File: config.mk
export PLATFORM = sky130hd
export DESIGN_NAME = vfpf_queue
export DESIGN_NICKNAME = d
export VERILOG_FILES = /design/src/hw/rtl/voxel_first_point_filter_top_macros.svh /design/src/hw/rtl/vfpf_pkg.sv /design/src/hw/rtl/vfpf_queue.sv
export SDC_FILE = /design/constraint.sdc
export NUM_CORES = 1
export LEC_CHECK = 0
export CAP_MARGIN = 25
export CORE_UTILIZATION = 39
export CTS_CLUSTER_SIZE = 14
export DETAILED_ROUTE_END_ITERATION = 10
export DONT_BUFFER_PORTS = 1
export GPL_TIMING_DRIVEN = 0
export REMOVE_ABC_BUFFERS = 1
export SLEW_MARGIN = 20
export SYNTH_ARGS = -nofsm -noshare
export SYNTH_HDL_FRONTEND = slang
export SYNTH_SLANG_ARGS = --single-unit
File: constraint.sdc
create_clock -name clk -period 4.65 [get_ports clk]
set_clock_uncertainty 0.15 [all_clocks]
set_input_delay 0.93 -clock clk [delete_from_list [all_inputs] [get_ports clk]]
set_output_delay 0.93 -clock clk [all_outputs]
set_load 0.02 [all_outputs]
File: src/hw/rtl/voxel_first_point_filter_top_macros.svh
// assertion macros for the voxel first-point filter
// used by modules that check their own logic; expects clk and rst_n in scope
`ifndef VOXEL_FIRST_POINT_FILTER_TOP_MACROS_SVH
`define VOXEL_FIRST_POINT_FILTER_TOP_MACROS_SVH

// condition in the same cycle
`define VFPF_ASSERT_IMPL(lbl, ante, cons, msg) \
  lbl: assert property (@(posedge clk) disable iff (!rst_n) (ante) |-> (cons)) else $error(msg);

// condition in the following cycle
`define VFPF_ASSERT_NEXT(lbl, ante, cons, msg) \
  lbl: assert property (@(posedge clk) disable iff (!rst_n) (ante) |=> (cons)) else $error(msg);

`endif

File: src/hw/rtl/vfpf_pkg.sv
// shared constants and types of the voxel first-point filter
// no dependencies
`default_nettype none

package vfpf_pkg;

  // sizes of the grid and of the running index
  localparam int GRID_DIM_BITS = 6;
  localparam int INDEX_BITS    = 20;

  // field widths
  localparam int COORD_W    = 24;
  localparam int INV_W      = 24;
  localparam int GRID_N_W   = 7;
  localparam int PINDEX_W   = 20;
  localparam int PROD_W     = COORD_W + INV_W;
  localparam int CFG_IDX_W  = 3;
  localparam int CFG_DATA_W = 24;

  // register indexes of the configuration port
  localparam logic [CFG_IDX_W-1:0] CFG_X_MIN    = 3'd0;
  localparam logic [CFG_IDX_W-1:0] CFG_Y_MIN    = 3'd1;
  localparam logic [CFG_IDX_W-1:0] CFG_Z_MIN    = 3'd2;
  localparam logic [CFG_IDX_W-1:0] CFG_INV_CELL = 3'd3;
  localparam logic [CFG_IDX_W-1:0] CFG_GRID_NX  = 3'd4;
  localparam logic [CFG_IDX_W-1:0] CFG_GRID_NY  = 3'd5;
  localparam logic [CFG_IDX_W-1:0] CFG_GRID_NZ  = 3'd6;

  // grid limit per axis and the width needed to compare against it
  localparam int GRID_LIMIT = 1 << GRID_DIM_BITS;
  localparam int LIM_W = (GRID_N_W > GRID_DIM_BITS + 1) ? GRID_N_W : GRID_DIM_BITS + 1;

  // visited map: rows of bits, each row tagged with the cloud epoch
  localparam int MAP_AW    = 3 * GRID_DIM_BITS;
  localparam int ROW_BIT_W = (MAP_AW > 5) ? 5 : MAP_AW - 1;
  localparam int ROW_AW    = MAP_AW - ROW_BIT_W;
  localparam int ROW_W     = 1 << ROW_BIT_W;
  localparam int ROWS      = 1 << ROW_AW;
  localparam int EPOCH_W   = 8;
  localparam logic [EPOCH_W-1:0] EPOCH_MAX = '1;

  // queue between front and back
  localparam int Q_DEPTH = 8;
  localparam int Q_AW    = 3;
  localparam int Q_CNT_W = 4;

  // result queue
  localparam int OUT_DEPTH = 4;
  localparam int OUT_AW    = 2;
  localparam int OUT_CNT_W = 3;

  // classified item handed from front to back
  typedef struct packed {
    logic [ROW_AW-1:0]    row;
    logic [ROW_BIT_W-1:0] bsel;
    logic                 in_grid;
    logic                 cloud_start;
    logic [PINDEX_W-1:0]  idx;
  } qent_t;

  // queue status seen by front and back
  typedef struct packed {
    logic               valid;
    logic [Q_CNT_W-1:0] count;
  } qstat_t;

  // one row of the visited map
  typedef struct packed {
    logic [EPOCH_W-1:0] tag;
    logic [ROW_W-1:0]   bits;
  } mrow_t;

  // one result item
  typedef struct packed {
    logic [PINDEX_W-1:0] point_index;
    logic                kept;
    logic                out_of_grid;
  } res_t;

endpackage

`default_nettype wire

File: src/hw/rtl/vfpf_queue.sv
// short queue of classified items between front and back
// depends on vfpf_pkg
`default_nettype none

module vfpf_queue (
  input  wire logic              clk,
  input  wire logic              rst_n,
  input  wire logic              push,
  input  wire vfpf_pkg::qent_t   push_ent,
  input  wire logic              pop,
  output vfpf_pkg::qent_t        head,
  output vfpf_pkg::qstat_t       stat
);

  vfpf_pkg::qent_t              mem_r [vfpf_pkg::Q_DEPTH];
  logic [vfpf_pkg::Q_AW-1:0]    wptr_r;
  logic [vfpf_pkg::Q_AW-1:0]    rptr_r;
  logic [vfpf_pkg::Q_CNT_W-1:0] cnt_r;

  // storage
  always_ff @(posedge clk) begin
    if (push) begin
      mem_r[wptr_r] <= push_ent;
    end
  end

  // pointers and fill count
  always_ff @(posedge clk) begin
    if (!rst_n) begin
      wptr_r <= '0;
      rptr_r <= '0;
      cnt_r  <= '0;
    end else begin
      if (push) begin
        wptr_r <= wptr_r + vfpf_pkg::Q_AW'(1);
      end
      if (pop) begin
        rptr_r <= rptr_r + vfpf_pkg::Q_AW'(1);
      end
      if (push && !pop) begin
        cnt_r <= cnt_r + vfpf_pkg::Q_CNT_W'(1);
      end else if (pop && !push) begin
        cnt_r <= cnt_r - vfpf_pkg::Q_CNT_W'(1);
      end
    end
  end

  assign head       = mem_r[rptr_r];
  assign stat.valid = (cnt_r != '0);
  assign stat.count = cnt_r;

endmodule

`default_nettype wire

# After elaboration in Yosys (flattened, before gate mapping)
# Memory sizes are Yosys's and may differ from the RTL's. A register that Yosys moved wholly into a read port is not among the register bits.
# Cells that the tools add are included.
# W data, S select, Z words.
# totals
input_bits	44
elab_cells	20
output_inout_bits	45
ram_bits	320
ff_bits	10
memories	1
# memory_table
memory	words	word_bits	rd	rd_ports_with_merged_regs	wr	line_no	rtl
mem_r	8	40	1	1	1	vfpf_queue.sv:15	vfpf_pkg::qent_t mem_r [vfpf_pkg::Q_DEPTH];
# op_classes
reduce_logical	6
mux	6
n_addsub	4
# op_table
op	n
$mux W4	2
$add A3 B1 Y3 const B	2
$mux W3	2
$add A4 B1 Y4 const B	1
$reduce_bool A4 Y1	1
$sub A4 B1 Y4 const B	1
$logic_and A1 B1 Y1	2
$logic_not A1 Y1	2
$mux W1	2
$reduce_bool A2 Y1	1

# Depth between registers and ports, before layout
# depth
word_depth	4
mapped_depth	8
ltp_nobuf	8

# Least setup slack after synthesis
# Ideal clock, no wire load.
# synth_path
path_kind	input port to flip-flop
from	input push
to	memory mem_r[0][0] (netlist name) (enable)
setup_time_ns	0.487
path_stages	2
required_time_ns	4.013
t_arrival_ns	3.767
path_slack_ns	0.246
path_cell_list	nand2b_1 > nor3_1
# synth_between
elab_chain_len	2
# synth_lines
element	line_no	rtl
start: declaration	vfpf_queue.sv:8	input wire logic push,
$mux W1	vfpf_queue.sv:22	if (push) begin
$mux W1 (not written as such)	vfpf_queue.sv:23	mem_r[wptr_r] <= push_ent;
end: declaration	vfpf_queue.sv:15	
# Every way passes these cells.

==> impl_metrics.tcl <==
set metrics [dict create \
    status "complete, no violations" \
    finalHoldViolCount 0 \
    swShare 0.210 \
    worstPathMaxFanout 44 \
    finalSetupViolCount 0 \
    synth_cell_type_count 24 \
    synth_top_family_by_area "multiplexers" \
    clk_pin_slew_ns 0.06 \
    synthCells 530 \
    yosys_register_bits 333 \
    port_buffers 0 \
    synthTopCellsByCount "edfxtp_1 (320), mux4_1 (80), mux2_2 (40)" \
    synth_compound_area_frac 0.00184 \
    power.switching_w 0.00136 \
    power_w 0.00647 \
    layout-drive-gt1-share 0.208 \
    finalCriticalPeriod_ns 3.70 \
    required_ns 3.57 \
    grt_pass1_vias 5796 \
    grt_pass1_wl_mm 35.8 \
    holdBufCountCts 0 \
    hold_class "in -> reg" \
    cts_setup_buffers 0 \
    die_w_microns 184 \
    rsz0062_at_grt "false" \
    cts_resized 0 \
    place_congestion 0.678 \
    vdd_drop_max_uv 268 \
    syn_area_sq_um 12900 \
    rrSetupSlack_ns 2.25 \
    area_growth_pct 15.7 \
    syn_avg_cell_area_sq_um 24.4 \
    hold_ws_ns 0.375 \
    vias 5375 \
    rows 66 \
    rr_worst_depth 6 \
    end_kind "primary output" \
    p_clk_frac 0.394 \
    finalMaxSlewViolations 0 \
    cp.arrival_ns 2.62 \
    r2r-start "wptr_r[2]" \
    die_area_sq_um 33900 \
    dp_hpwl_mm 14.9 \
    core_area_sq_um 32600 \
    clock_path_buffers 3 \
    fin_crit_sh 0.796 \
    cp-start-kind "flip-flop" \
    muxShareOfSynthArea 0.200 \
    combinationalPowerShare 0.074 \
    synth_edf_count 320 \
    ant_nets 0 \
    tightest_slew_ns 0.751 \
    min_to "mem_r[1][21]" \
    grt_max_degree 45 \
    synth_xor_xnor_area_share 0.00406 \
    synthSimpleGateAreaFrac 0.0123 \
    synth_top_area_frac 0.742 \
    tritoncts "done" \
    intPower_w 0.00511 \
    n_antenna_cell 0 \
    synth_warnings 0 \
    dr.pass1.iters 4 \
    synth.area.top_cells "edfxtp_1 (74%), mux4_1 (16%), mux2_2 (3.5%), dfxtp_1 (2.0%), buf_6 (0.78%)" \
    drtIter0Drc 408 \
    grt_usage 0.146 \
    htreeDepth 2 \
    start_util 0.397 \
    vias_per_cell 5.17 \
    reg2reg_to "mem_r[4][31]" \
    hold-path-cell-count 0 \
    critPathKind "reg -> out" \
    seqPwrFrac 0.532 \
    clk_latency_ns 0.50 \
    synth_top_cell_by_area "edfxtp_1" \
    cap_violations 0 \
    power.density_nw_per_um2 432 \
    yosysSeqAreaShare 0.762 \
    nNetsFinal 622 \
    ys.flop_type "edfxtp_1" \
    io_pins 89 \
    yosys.cell_count.top_type "edfxtp_1" \
    slew_headroom 0.498 \
    root_buffer "clkbuf_16" \
    die_height_microns 184 \
    synthAdderAreaFrac 0.00638 \
    gr-total-overflow 0 \
    wl_mm 24.3 \
    hp-start "push_ent[21]" \
    drcViolationCount 0 \
    clock-sinks 333 \
    nFillCells 2663 \
    p_leak_nw 4.80 \
    antenna_found_initial 0 \
    async_flop_share 0 \
    numCtsBuffers 35 \
    fmax_ghz 0.270 \
    wl_per_cell_microns 23.4 \
]
## metrics by stage
stage	setup WS [ns]	setup TNS (ns)	util	instances	area (sq um)
after floorplan	0.124	0	-	506	12800
after detailed placement	1.42	0	0.427	977	13900
final	0.950	0	0.459	1039	15000
after global placement	-3.13	-477.64	0.409	948	13300
after global routing	0.834	0	0.459	1039	15000
after CTS	0.887	0	0.459	1039	15000
## flip-flops by register name (all words and copies together), names as in the netlist, named ones only
signal / cells
cnt_r: 4
mem_r: 320
rptr_r: 3
wptr_r: 3
## layout make-up
class	instances	area, sq um	share of cell area
Clock buffer	50	975	0.0651
Sequential cell	333	9880	0.659
Timing Repair Buffer	29	523	0.0349
Clock inverter	12	78.8	0.00526
Inverter	2	7.51	0.000501
Tap cell	442	553	0.0369
Multi-Input combinational cell	171	2970	0.198
## cell families after synthesis
| logic type | count (synthesis) |
|---|---|
| muxes | 124 |
| AOI/OAI and AO/OA | 4 |
| buffers and inverters | 26 |
| and+or+nand+nor | 31 |
| DFF | 333 |
| xor gates and xnor gates | 6 |
| adders and majority gates | 6 |
## worst max-delay path, cell delays in order (launching register included)
cell,delay (ns)
dfxtp_4,0.77
buf_16,0.34
mux4_1,0.61
mux2_2,0.35
## power by group through the flow
stage / Clock (W) / Combinational (W) / Sequential (W)
2_1_floorplan: 0 / 0.000350 / 0.00351
3_3_place_gp: 0 / 0.000430 / 0.00354
3_5_place_dp: 0 / 0.000486 / 0.00351
4_1_cts: 0.00262 / 0.000488 / 0.00344
5_1_grt: 0.00272 / 0.000512 / 0.00345
6_report: 0.00255 / 0.000476 / 0.00344
## cells in the final DEF, fill, tap and decap left out, types with 2 or more instances in the layout
master | synthesis | routed
clkbuf_16 | 0 | 37
mux2_2 | 40 | 40
nand2b_1 | 4 | 4
nor2_4 | 0 | 6
and2_1 | 7 | 7
clkbuf_1 | 15 | 13
buf_16 | 0 | 12
buf_4 | 0 | 9
inv_1 | 2 | 2
dfxtp_4 | 0 | 3
mux4_1 | 80 | 80
xor2_1 | 2 | 2
xnor2_1 | 4 | 4
clkinv_2 | 0 | 6
ha_1 | 5 | 5
mux2i_1 | 4 | 4
edfxtp_1 | 320 | 320
buf_12 | 0 | 4
dfxtp_1 | 13 | 10
nor2b_1 | 3 | 3
buf_6 | 9 | 4
nand2_1 | 6 | 6
clkinv_1 | 0 | 5
nor3_2 | 0 | 2
## worst max path at each step
stage	from	to	slack [ns]
after floorplan	flip-flop	head[0]	0.12
after global placement	push	mem_r[4][38]	-3.13
after detailed placement	flip-flop	head[12]	1.42
after CTS	flip-flop	head[12]	0.89
after global routing	flip-flop	head[28]	0.83
final	flip-flop	head[28]	0.95
## per-layer routing
| metal | GRT usage | vias to the layer above | share of wire |
|---|---|---|---|
| met5 | 0 | - | 0 |
| met4 | 0.0433 | 0 | 0.019 |
| met3 | 0.0476 | 38 | 0.075 |
| met2 | 0.251 | 132 | 0.51 |
| met1 | 0.176 | 2802 | 0.39 |
| li1 | - | 2403 | - |
(Power assumes the default switching activity.)
