**config.mk**
```make
export PLATFORM = sky130hd
export DESIGN_NAME = vfpf_front_flat
export DESIGN_NICKNAME = d
export VERILOG_FILES = /design/src/hw/rtl/voxel_first_point_filter_top_macros.svh /design/src/hw/rtl/vfpf_pkg.sv /design/src/hw/rtl/vfpf_if.sv /design/src/hw/rtl/vfpf_front.sv /design/src/flat_wrapper.sv
export SDC_FILE = /design/constraint.sdc
export NUM_CORES = 2
export LEC_CHECK = 0
export CAP_MARGIN = 0
export CORE_MARGIN = 3
export CORE_UTILIZATION = 55
export DETAILED_ROUTE_END_ITERATION = 10
export DONT_BUFFER_PORTS = 1
export GPL_ROUTABILITY_DRIVEN = 0
export PLACE_DENSITY = 0.77
export SLEW_MARGIN = 10
export SYNTH_ARGS = -nofsm -noshare
export SYNTH_HDL_FRONTEND = slang
export SYNTH_SLANG_ARGS = --single-unit
```
**constraint.sdc**
```tcl
create_clock -name clk -period 6.6 [get_ports clk]
set_input_delay 0.66 -clock clk [delete_from_list [all_inputs] [get_ports clk]]
set_output_delay 0.66 -clock clk [all_outputs]
set_load 0.005 [all_outputs]
```
**src/hw/rtl/voxel_first_point_filter_top_macros.svh**
```systemverilog
// assertion macros for the voxel first-point filter
// used by modules that check their own logic; expects clk and rst_n in scope
`ifndef VOXEL_FIRST_POINT_FILTER_TOP_MACROS_SVH
`define VOXEL_FIRST_POINT_FILTER_TOP_MACROS_SVH

// condition in the same cycle
`define VFPF_ASSERT_IMPL(lbl, ante, cons, msg) \
  lbl: assert property (@(posedge clk) disable iff (!rst_n) (ante) |-> (cons)) else $error(msg);

// condition in the following cycle
`define VFPF_ASSERT_NEXT(lbl, ante, cons, msg) \
  lbl: assert property (@(posedge clk) disable iff (!rst_n) (ante) |=> (cons)) else $error(msg);

`endif

```
**src/hw/rtl/vfpf_pkg.sv**
```systemverilog
// shared constants and types of the voxel first-point filter
// no dependencies
`default_nettype none

package vfpf_pkg;

  // sizes of the grid and of the running index
  localparam int GRID_DIM_BITS = 6;
  localparam int INDEX_BITS    = 20;

  // field widths
  localparam int COORD_W    = 24;
  localparam int INV_W      = 24;
  localparam int GRID_N_W   = 7;
  localparam int PINDEX_W   = 20;
  localparam int PROD_W     = COORD_W + INV_W;
  localparam int CFG_IDX_W  = 3;
  localparam int CFG_DATA_W = 24;

  // register indexes of the configuration port
  localparam logic [CFG_IDX_W-1:0] CFG_X_MIN    = 3'd0;
  localparam logic [CFG_IDX_W-1:0] CFG_Y_MIN    = 3'd1;
  localparam logic [CFG_IDX_W-1:0] CFG_Z_MIN    = 3'd2;
  localparam logic [CFG_IDX_W-1:0] CFG_INV_CELL = 3'd3;
  localparam logic [CFG_IDX_W-1:0] CFG_GRID_NX  = 3'd4;
  localparam logic [CFG_IDX_W-1:0] CFG_GRID_NY  = 3'd5;
  localparam logic [CFG_IDX_W-1:0] CFG_GRID_NZ  = 3'd6;

  // grid limit per axis and the width needed to compare against it
  localparam int GRID_LIMIT = 1 << GRID_DIM_BITS;
  localparam int LIM_W = (GRID_N_W > GRID_DIM_BITS + 1) ? GRID_N_W : GRID_DIM_BITS + 1;

  // visited map: rows of bits, each row tagged with the cloud epoch
  localparam int MAP_AW    = 3 * GRID_DIM_BITS;
  localparam int ROW_BIT_W = (MAP_AW > 5) ? 5 : MAP_AW - 1;
  localparam int ROW_AW    = MAP_AW - ROW_BIT_W;
  localparam int ROW_W     = 1 << ROW_BIT_W;
  localparam int ROWS      = 1 << ROW_AW;
  localparam int EPOCH_W   = 8;
  localparam logic [EPOCH_W-1:0] EPOCH_MAX = '1;

  // queue between front and back
  localparam int Q_DEPTH = 8;
  localparam int Q_AW    = 3;
  localparam int Q_CNT_W = 4;

  // result queue
  localparam int OUT_DEPTH = 4;
  localparam int OUT_AW    = 2;
  localparam int OUT_CNT_W = 3;

  // classified item handed from front to back
  typedef struct packed {
    logic [ROW_AW-1:0]    row;
    logic [ROW_BIT_W-1:0] bsel;
    logic                 in_grid;
    logic                 cloud_start;
    logic [PINDEX_W-1:0]  idx;
  } qent_t;

  // queue status seen by front and back
  typedef struct packed {
    logic               valid;
    logic [Q_CNT_W-1:0] count;
  } qstat_t;

  // one row of the visited map
  typedef struct packed {
    logic [EPOCH_W-1:0] tag;
    logic [ROW_W-1:0]   bits;
  } mrow_t;

  // one result item
  typedef struct packed {
    logic [PINDEX_W-1:0] point_index;
    logic                kept;
    logic                out_of_grid;
  } res_t;

endpackage

`default_nettype wire

```
**src/hw/rtl/vfpf_if.sv**
```systemverilog
// handshake interfaces of the voxel first-point filter: points, results, config writes
// depends on vfpf_pkg
`default_nettype none

interface vfpf_in_if;
  logic                                 valid;
  logic                                 ready;
  logic signed [vfpf_pkg::COORD_W-1:0]  px;
  logic signed [vfpf_pkg::COORD_W-1:0]  py;
  logic signed [vfpf_pkg::COORD_W-1:0]  pz;
  logic                                 cloud_start;

  modport source (output valid, px, py, pz, cloud_start, input ready);
  modport sink   (input valid, px, py, pz, cloud_start, output ready);
endinterface


interface vfpf_cfg_if;
  logic                             valid;
  logic                             ready;
  logic [vfpf_pkg::CFG_IDX_W-1:0]   index;
  logic [vfpf_pkg::CFG_DATA_W-1:0]  data;

  modport source (output valid, index, data, input ready);
  modport sink   (input valid, index, data, output ready);
endinterface

`default_nettype wire

```
**src/hw/rtl/vfpf_front.sv**
```systemverilog
// front end: config registers, point index, cell arithmetic and grid check
// depends on vfpf_pkg and vfpf_if
`default_nettype none

module vfpf_front (
  input  wire logic              clk,
  input  wire logic              rst_n,
  vfpf_in_if.sink                in_pt,
  vfpf_cfg_if.sink               cfg_wr,
  input  wire vfpf_pkg::qstat_t  qstat,
  output logic                   q_push,
  output vfpf_pkg::qent_t        q_ent
);

  // config registers
  logic [vfpf_pkg::COORD_W-1:0]  min_r [3];
  logic [vfpf_pkg::INV_W-1:0]    inv_cell_r;
  logic [vfpf_pkg::GRID_N_W-1:0] grid_n_r [3];

  // running index
  logic [vfpf_pkg::INDEX_BITS-1:0] cnt_r, cnt_nxt;
  logic [vfpf_pkg::INDEX_BITS-1:0] idx_now;

  // stage 1: offsets
  logic                          s1_v_r;
  logic                          s1_neg_r [3];
  logic [vfpf_pkg::COORD_W-1:0]  s1_mag_r [3];
  logic [vfpf_pkg::PINDEX_W-1:0] s1_idx_r;
  logic                          s1_cs_r;

  // stage 2: cells
  logic                          s2_v_r;
  logic                          s2_neg_r [3];
  logic [vfpf_pkg::COORD_W-1:0]  s2_cell_r [3];
  logic [vfpf_pkg::PINDEX_W-1:0] s2_idx_r;
  logic                          s2_cs_r;

  logic [vfpf_pkg::COORD_W-1:0]  coord [3];
  logic [vfpf_pkg::COORD_W:0]    off [3];
  logic [vfpf_pkg::PROD_W-1:0]   prod [3];
  logic [vfpf_pkg::LIM_W-1:0]    lim [3];
  logic [2:0]                    axis_ok;
  logic [vfpf_pkg::MAP_AW-1:0]   addr;
  logic [vfpf_pkg::Q_CNT_W:0]    occ;
  logic                          in_acc;

  // config port is always ready
  assign cfg_wr.ready = 1'b1;

  always_ff @(posedge clk) begin
    if (!rst_n) begin
      min_r[0]    <= '0;
      min_r[1]    <= '0;
      min_r[2]    <= '0;
      inv_cell_r  <= vfpf_pkg::INV_W'(65536);
      grid_n_r[0] <= vfpf_pkg::GRID_N_W'(64);
      grid_n_r[1] <= vfpf_pkg::GRID_N_W'(64);
      grid_n_r[2] <= vfpf_pkg::GRID_N_W'(64);
    end else if (cfg_wr.valid) begin
      unique case (cfg_wr.index)
        vfpf_pkg::CFG_X_MIN:    min_r[0]    <= cfg_wr.data;
        vfpf_pkg::CFG_Y_MIN:    min_r[1]    <= cfg_wr.data;
        vfpf_pkg::CFG_Z_MIN:    min_r[2]    <= cfg_wr.data;
        vfpf_pkg::CFG_INV_CELL: inv_cell_r  <= cfg_wr.data;
        vfpf_pkg::CFG_GRID_NX:  grid_n_r[0] <= cfg_wr.data[vfpf_pkg::GRID_N_W-1:0];
        vfpf_pkg::CFG_GRID_NY:  grid_n_r[1] <= cfg_wr.data[vfpf_pkg::GRID_N_W-1:0];
        vfpf_pkg::CFG_GRID_NZ:  grid_n_r[2] <= cfg_wr.data[vfpf_pkg::GRID_N_W-1:0];
        default: ;
      endcase
    end
  end

  // credit against the queue: items in flight plus queued never exceed its depth
  always_comb begin
    occ = (vfpf_pkg::Q_CNT_W+1)'(qstat.count) + (vfpf_pkg::Q_CNT_W+1)'(s1_v_r)
        + (vfpf_pkg::Q_CNT_W+1)'(s2_v_r);
  end
  assign in_pt.ready = (occ < (vfpf_pkg::Q_CNT_W+1)'(vfpf_pkg::Q_DEPTH));
  assign in_acc      = in_pt.valid && in_pt.ready;

  // index of this item, saturating counter of the next one
  always_comb begin
    if (in_pt.cloud_start) begin
      idx_now = '0;
      cnt_nxt = vfpf_pkg::INDEX_BITS'(1);
    end else begin
      idx_now = cnt_r;
      cnt_nxt = (&cnt_r) ? cnt_r : cnt_r + vfpf_pkg::INDEX_BITS'(1);
    end
  end

  always_ff @(posedge clk) begin
    if (!rst_n) begin
      cnt_r <= '0;
    end else if (in_acc) begin
      cnt_r <= cnt_nxt;
    end
  end

  // offsets from the grid corner, 25-bit signed
  always_comb begin
    coord[0] = in_pt.px;
    coord[1] = in_pt.py;
    coord[2] = in_pt.pz;
    for (int i = 0; i < 3; i++) begin
      off[i] = {coord[i][vfpf_pkg::COORD_W-1], coord[i]}
             - {min_r[i][vfpf_pkg::COORD_W-1], min_r[i]};
    end
  end

  // scaled cell per axis
  always_comb begin
    for (int i = 0; i < 3; i++) begin
      prod[i] = vfpf_pkg::PROD_W'(s1_mag_r[i]) * vfpf_pkg::PROD_W'(inv_cell_r);
    end
  end

  // pipeline registers
  always_ff @(posedge clk) begin
    if (!rst_n) begin
      s1_v_r <= 1'b0;
      s2_v_r <= 1'b0;
    end else begin
      s1_v_r <= in_acc;
      s2_v_r <= s1_v_r;
    end
    for (int i = 0; i < 3; i++) begin
      s1_neg_r[i]  <= off[i][vfpf_pkg::COORD_W];
      s1_mag_r[i]  <= off[i][vfpf_pkg::COORD_W-1:0];
      s2_neg_r[i]  <= s1_neg_r[i];
      s2_cell_r[i] <= prod[i][vfpf_pkg::PROD_W-1:vfpf_pkg::INV_W];
    end
    s1_idx_r <= vfpf_pkg::PINDEX_W'(idx_now);
    s1_cs_r  <= in_pt.cloud_start;
    s2_idx_r <= s1_idx_r;
    s2_cs_r  <= s1_cs_r;
  end

  // grid check against the clamped axis sizes
  always_comb begin
    for (int i = 0; i < 3; i++) begin
      lim[i] = (vfpf_pkg::LIM_W'(grid_n_r[i]) > vfpf_pkg::LIM_W'(vfpf_pkg::GRID_LIMIT))
             ? vfpf_pkg::LIM_W'(vfpf_pkg::GRID_LIMIT) : vfpf_pkg::LIM_W'(grid_n_r[i]);
      axis_ok[i] = !s2_neg_r[i] && (s2_cell_r[i] < vfpf_pkg::COORD_W'(lim[i]));
    end
    addr = {s2_cell_r[2][vfpf_pkg::GRID_DIM_BITS-1:0],
            s2_cell_r[1][vfpf_pkg::GRID_DIM_BITS-1:0],
            s2_cell_r[0][vfpf_pkg::GRID_DIM_BITS-1:0]};
  end

  // classified item into the queue
  always_comb begin
    q_push            = s2_v_r;
    q_ent.row         = addr[vfpf_pkg::MAP_AW-1:vfpf_pkg::ROW_BIT_W];
    q_ent.bsel        = addr[vfpf_pkg::ROW_BIT_W-1:0];
    q_ent.in_grid     = &axis_ok;
    q_ent.cloud_start = s2_cs_r;
    q_ent.idx         = s2_idx_r;
  end

endmodule

`default_nettype wire

```
**src/flat_wrapper.sv**
```systemverilog
// flat-port wrapper written by rule: the top's interface ports become plain ports
module vfpf_front_flat 
  (clk, rst_n, qstat, q_push, q_ent, in_pt_valid, in_pt_px, in_pt_py, in_pt_pz, in_pt_cloud_start, in_pt_ready, cfg_wr_valid, cfg_wr_index, cfg_wr_data, cfg_wr_ready);
  vfpf_in_if in_pt_i ();
  vfpf_cfg_if cfg_wr_i ();
  input  wire logic clk;
  input  wire logic rst_n;
  input  wire vfpf_pkg::qstat_t qstat;
  output logic q_push;
  output vfpf_pkg::qent_t q_ent;
  input wire logic [$bits(in_pt_i.valid)-1:0] in_pt_valid;
  input wire logic [$bits(in_pt_i.px)-1:0] in_pt_px;
  input wire logic [$bits(in_pt_i.py)-1:0] in_pt_py;
  input wire logic [$bits(in_pt_i.pz)-1:0] in_pt_pz;
  input wire logic [$bits(in_pt_i.cloud_start)-1:0] in_pt_cloud_start;
  output wire logic [$bits(in_pt_i.ready)-1:0] in_pt_ready;
  input wire logic [$bits(cfg_wr_i.valid)-1:0] cfg_wr_valid;
  input wire logic [$bits(cfg_wr_i.index)-1:0] cfg_wr_index;
  input wire logic [$bits(cfg_wr_i.data)-1:0] cfg_wr_data;
  output wire logic [$bits(cfg_wr_i.ready)-1:0] cfg_wr_ready;
  assign in_pt_i.valid = in_pt_valid;
  assign in_pt_i.px = in_pt_px;
  assign in_pt_i.py = in_pt_py;
  assign in_pt_i.pz = in_pt_pz;
  assign in_pt_i.cloud_start = in_pt_cloud_start;
  assign in_pt_ready = in_pt_i.ready;
  assign cfg_wr_i.valid = cfg_wr_valid;
  assign cfg_wr_i.index = cfg_wr_index;
  assign cfg_wr_i.data = cfg_wr_data;
  assign cfg_wr_ready = cfg_wr_i.ready;
  vfpf_front u_core (.clk(clk), .rst_n(rst_n), .in_pt(in_pt_i), .cfg_wr(cfg_wr_i), .qstat(qstat), .q_push(q_push), .q_ent(q_ent));
endmodule
```
Yosys cells after proc, flatten, opt, wreduce, memory -nomap -nowiden
Memory sizes are Yosys's and may differ from the RTL's.
Cells that the tools add are included.
{ "totals": {"register_bits": 88, "latchBits": 0, "mem_bits_rw": 243, "rom_bits": 0, "out_inout_bits": 43, "elab_cells": 91, "memories": 6} }
{ "classes": {"add_sub_neg": 6, "mul": 3, "n_div": 0, "magnitude_cmp": 7, "n_eq_ne": 7, "n_shift": 0, "mux": 36, "n_bitwise": 6, "n_reduce_logical": 12} }
{ "memory_table": {"columns": ["name", "depth", "word_bits", "read_ports", "rd_ports_with_merged_regs", "wr", "line", "rtl"], "rows": [
  ["u_core.min_r", 3, 24, 3, 0, 3, "vfpf_front.sv:16", "logic [vfpf_pkg::COORD_W-1:0] min_r [3];"],
  ["u_core.s1_mag_r", 3, 24, 3, 0, 3, "vfpf_front.sv:27", "logic [vfpf_pkg::COORD_W-1:0] s1_mag_r [3];"],
  ["u_core.s2_cell_r", 3, 24, 3, 0, 3, "vfpf_front.sv:34", "logic [vfpf_pkg::COORD_W-1:0] s2_cell_r [3];"],
  ["u_core.grid_n_r", 3, 7, 3, 0, 3, "vfpf_front.sv:18", "logic [vfpf_pkg::GRID_N_W-1:0] grid_n_r [3];"],
  ["u_core.s1_neg_r", 3, 1, 3, 0, 3, "vfpf_front.sv:26", "logic s1_neg_r [3];"],
  ["u_core.s2_neg_r", 3, 1, 3, 0, 3, "vfpf_front.sv:33", "logic s2_neg_r [3];"]
]} }
{ "ops": {"columns": ["cell", "n"], "rows": [
  ["multiplier 24 x 24 -> 48 bit", 3],
  ["subtractor 24 x 24 -> 25 bit", 3],
  ["less-than comparator 24 x 7 -> 1 bit", 3],
  ["2-to-1 mux 24 bit", 3],
  ["2-to-1 mux 7 bit", 6],
  ["2-to-1 mux 20 bit", 2],
  ["2-to-1 mux 1 bit", 25],
  ["greater-than comparator 7 bit, second input constant", 3],
  ["adder 20 x 1 -> 20 bit, second input constant", 1],
  ["AND reduction 20 bit", 1],
  ["== test 3 bit, second input constant", 3],
  ["== test 3 x 2 -> 1 bit, second input constant", 2],
  ["bitwise OR 1 bit", 6],
  ["adder 4 x 1 -> 5 bit", 1],
  ["adder 5 x 1 -> 5 bit", 1],
  ["less-than comparator 5 x 4 -> 1 bit, second input constant", 1],
  ["logical AND 1 bit", 4],
  ["AND reduction 2 bit", 2],
  ["== test 3 x 1 -> 1 bit, second input constant", 1],
  ["zero test 1 bit", 3],
  ["zero test 3 bit", 1],
  ["AND reduction 3 bit", 1],
  ["!= test 2 bit, second input constant", 1]
]} }

Longest topological paths before layout
{ "depth": {"depth_word": 6, "mapped_depth": 29, "mapped_depth_nobuf": 27} }

Worst setup path before layout
Ideal clock, no wire load.
{ "synth_timing": {"path_kind": "reg2reg", "from": "reg u_core.inv_cell_r[3] (netlist bit)", "to": "mem u_core.s2_cell_r[0][70] (netlist bit)", "t_arrival_ns": 6.934, "required_ns": 6.528, "path_slack_ns": -0.406, "stages_incl_launch_ff": 28, "path_buffers": 2, "path_cell_list": "dfxtp_1 clkbuf_1 clkbuf_1 nand2_1 fa_1 inv_1 fa_1 inv_1 fa_1 fa_1 inv_1 fa_1 fa_1 inv_1 fa_1 inv_1 ha_1 a21oi_1 o21bai_1 a2111oi_4 inv_1 o31ai_2 a311oi_2 o21ai_2 nand2b_2 a2111o_1 o311ai_1 xnor2_1"} }
{ "synth_rtl": {"columns": ["element", "line", "rtl"], "rows": [
  ["start: declaration", "vfpf_front.sv:17", "logic [vfpf_pkg::INV_W-1:0] inv_cell_r;"],
  ["start signal: assignment", "vfpf_front.sv:55", "inv_cell_r <= vfpf_pkg::INV_W'(65536);"],
  ["start signal: assignment", "vfpf_front.sv:64", "vfpf_pkg::CFG_INV_CELL: inv_cell_r <= cfg_wr.data;"],
  ["end: declaration", "vfpf_front.sv:34", null]
]} }

==> metrics <==
Slowest Stage Delay on Critical Path=0.60 ns; cells taking the most area after synthesis=fa_1, ha_1, inv_1; library cell occupying the most area in the post-synthesis netlist=fa_1; worst-margin pin slew=1.191 ns; classification of the worst setup path=reg -> reg; worst setup margin=-0.5453 ns; arrival time worst endpoint=7.66 ns; number of cells on the worst hold path=0; final core utilization=63.37%; proportion of power drawn by combinational gates=61.7%; gate count of the mapped netlist=7266; terminus of the critical flop-to-flop path=u_core.s2_cell_r[0][70]; switching share of total power=46.03%; floorplan die height=355.2 µm; clock network fraction of design power=16.5%; die area=126200 µm²; Top-Level Pins=152; vias in the first global route=55.33k; post-synthesis area per instance=9.231 µm²; CTS Root Cell=clkbuf_16; final period demand of the worst path=7.145 ns; Clock Path Buffers=3; Max Freq=0.1400 GHz; Worst R2R Path Depth=26; post-synth top area share=43.16%; count of pins over their slew limit=0; unrepaired setup endpoints after global routing=true; CTS Hold Bufs=0; number of nets at the end of the flow=9707; top cells by instance count after synthesis=inv_1, fa_1, nand2_1; final instance area=76330 µm²; Total Routed Length=187300 µm; placed wire-length estimate after detailed placement=154500 µm; largest clock skew in the final design=0.03856 ns; GRT Util Overall=30.65%; Remaining DRCs=0; most frequent cell on the critical path=fa_1; ratio of total power to cell area=181.5 nW/µm²; share of async-settable or async-resettable flops after synthesis=0%; run status=finished with violations; Sink Count=331; largest net degree at the start of global routing=34; starting utilization of the core area=55.69%; clock edge transition at the registers on the reported setup and hold paths=0.07 ns; net load switching power=6.378 mW; routed via count=50.22k; max-cap check violation count=0; Post-Synthesis Cell Area=67070 µm²; required time of the critical path=7.11 ns; worst max-slew margin expressed relative to the limit=20.58%; type of the most critical hold path=in -> reg; H-tree Lvls=2; clock latency on the worst-skew pair=0.60 ns; setup TNS after final layout=-14.31 ns; drt initial violations=3405; floorplan row count=127; end point of the critical path=u_core.s2_cell_r[0][70]; most frequently used cell type in the post-synthesis netlist=inv_1; violated checks=setup timing; number of enable flip-flop cells after synthesis=93; net count of the mapped netlist=9423; setup-violating endpoint count in the final report=48; slowest library cell on the worst path=fa_1; drt pass-1 iters=8; number of input and output port buffers inserted=0; average via count per standard cell=5.460; sequential group share of total power=21.7%; Horiz. Die Dim=355.2 µm; CTS Buf Count=36; area after detailed placement=72580 µm²; initial antenna violation count=9; worst-case vdd ir drop=0.2927 mV; global-route wire length before repair=299500 µm; per-cell routed wire length=20.36 µm; clock tree from TritonCTS=built; sequential cell area fraction in the yosys report=11.27%; fraction of final layout cells sized beyond drive strength 1=12.67%; final critical-path share of the clock period=108.3%; Leak Pwr=38.56 nW; Synthesis Warnings=0; distinct cell type count after synthesis=74; most used flip-flop cell after synthesis=dfxtp_1; final antenna-violating net count=0; register-to-register setup slack=-0.55 ns; endpoint kind of the worst setup timing path=flip-flop; Area growth syn-to-layout=13.79%; Setup crit start kind=flip-flop; r2r startpoint=u_core.inv_cell_r[15]; leftover overflow at the end of global routing=0; core area=120400 µm²; critical path fanouts, max=14; FF+latch count, synth=331; critical path launch point=u_core.inv_cell_r[15]; internal power summed over all cells=7.477 mW; number of hold violations in the final report=0
==> metal layers <==
| metal | vias up | global-route usage, % | part of all wire, % |
|---|---|---|---|
| met1 | 25370 | 36.70 | 35 |
| met5 | - | 0 | 0.0085 |
| li1 | 21830 | - | - |
| met3 | 660 | 7.221 | 9.9 |
| met2 | 2352 | 49.06 | 46 |
| met4 | 2 | 21.27 | 8.9 |
==> cell type report <==
cell class	instances	area, µm²
clock buffers	44	1025
repair buffers	613	5954
inverters	1748	6564
fillers	9367	44120
well taps	1612	2017
diodes	8	20.02
flip-flops and latches	331	7651
clock inverters	22	285.3
multi-input cells	4820	52810
==> cells in the final DEF (no fill, tap or decap), types with 60 or more instances in the layout <==
cell type	instances
a21o_1	60
a21oi_1	127
and2_1	882
buf_12	77
buf_4	478
dfxtp_1	193
edfxtp_1	93
fa_1	1417
ha_1	575
inv_1	1716
nand2_1	987
nor2_1	86
xnor2_1	94
==> critical path: cells and delay by family (launching register included) <==
family	cells	cell delay, ns
buffers and inverters	6	0.69
adder cells (fa/ha/maj)	8	3.79
AND/OR/NAND/NOR	4	0.40
flip-flops	1	0.39
AO/OA/AOI/OAI	7	1.63
XOR/XNOR	1	0.15
==> how the worst min path moves through the flow <==
stage                               start                    end
detailed placement    u_core.s1_idx_r[18]    u_core.s2_idx_r[18]
floorplan                  u_core.s1_cs_r         u_core.s2_cs_r
finish                  in_pt_cloud_start         u_core.s1_cs_r
global route            in_pt_cloud_start         u_core.s1_cs_r
global placement    u_core.s1_neg_r[0][0]  u_core.s2_neg_r[0][0]
CTS                     in_pt_cloud_start         u_core.s1_cs_r
==> power by group through the flow <==
stage | sequential, mW | combinational, mW | clock, mW
after global placement | 3.02 | 7.52 | 0
after CTS | 2.99 | 8.26 | 2.30
final | 3.01 | 8.55 | 2.29
after floorplan | 2.66 | 4.87 | 0
after detailed placement | 3.03 | 7.78 | 0
after global routing | 3.02 | 9.47 | 2.36
==> timing repair <==
item / 4_1_cts / 5_1_grt
buffers inserted: 67 / 15
cloned: 5 / 0
setup endpoints to repair: 61 / 61
pin swaps: 117 / 75
gates resized for setup: 289 / 100
==> cells by family (layout without fill, tap and decap cells) <==
group	after synthesis	in the layout	synth area share [%]
buffers and inverters	2115	2427	11.95
XOR/XNOR	152	152	1.985
adder cells (fa/ha/maj)	2048	2048	54.39
flip-flops	331	331	11.27
multiplexers	1	1	0.01492
other	1	9	0.005591
AND/OR/NAND/NOR	2206	2206	16.47
AO/OA/AOI/OAI	412	412	3.921
==> flip-flops by register name, summed over array words and instances (netlist names) <==
signal and cells:
u_core.min_r 72, u_core.s1_v_r 1, u_core.s2_idx_r 20, u_core.grid_n_r 21, u_core.inv_cell_r 24, u_core.cnt_r 20
u_core.s1_mag_r 72, u_core.s1_idx_r 20, u_core.s2_cell_r 72, u_core.q_push 1, u_core.s1_neg_r 3, u_core.s1_cs_r 1
u_core.s2_cs_r 1, u_core.s2_neg_r 3
==> per-stage QoR <==
| stage | hold slack [ns] | setup WS, ns | instances | total power [mW] |
|---|---|---|---|---|
| 3_3_place_gp | 0.3125 | -0.8594 | 9048 | 10.54 |
| 5_1_grt | 0.09872 | -0.7475 | 9192 | 14.86 |
| 6_report | 0.1160 | -0.5453 | 9198 | 13.85 |
| 3_5_place_dp | 0.3121 | -0.9556 | 9048 | 10.81 |
| 4_1_cts | 0.09729 | -0.4525 | 9180 | 13.56 |
| 2_1_floorplan | 0.3096 | -0.009772 | 7266 | 7.537 |
No activity file was read; power rests on OpenSTA's default activity.
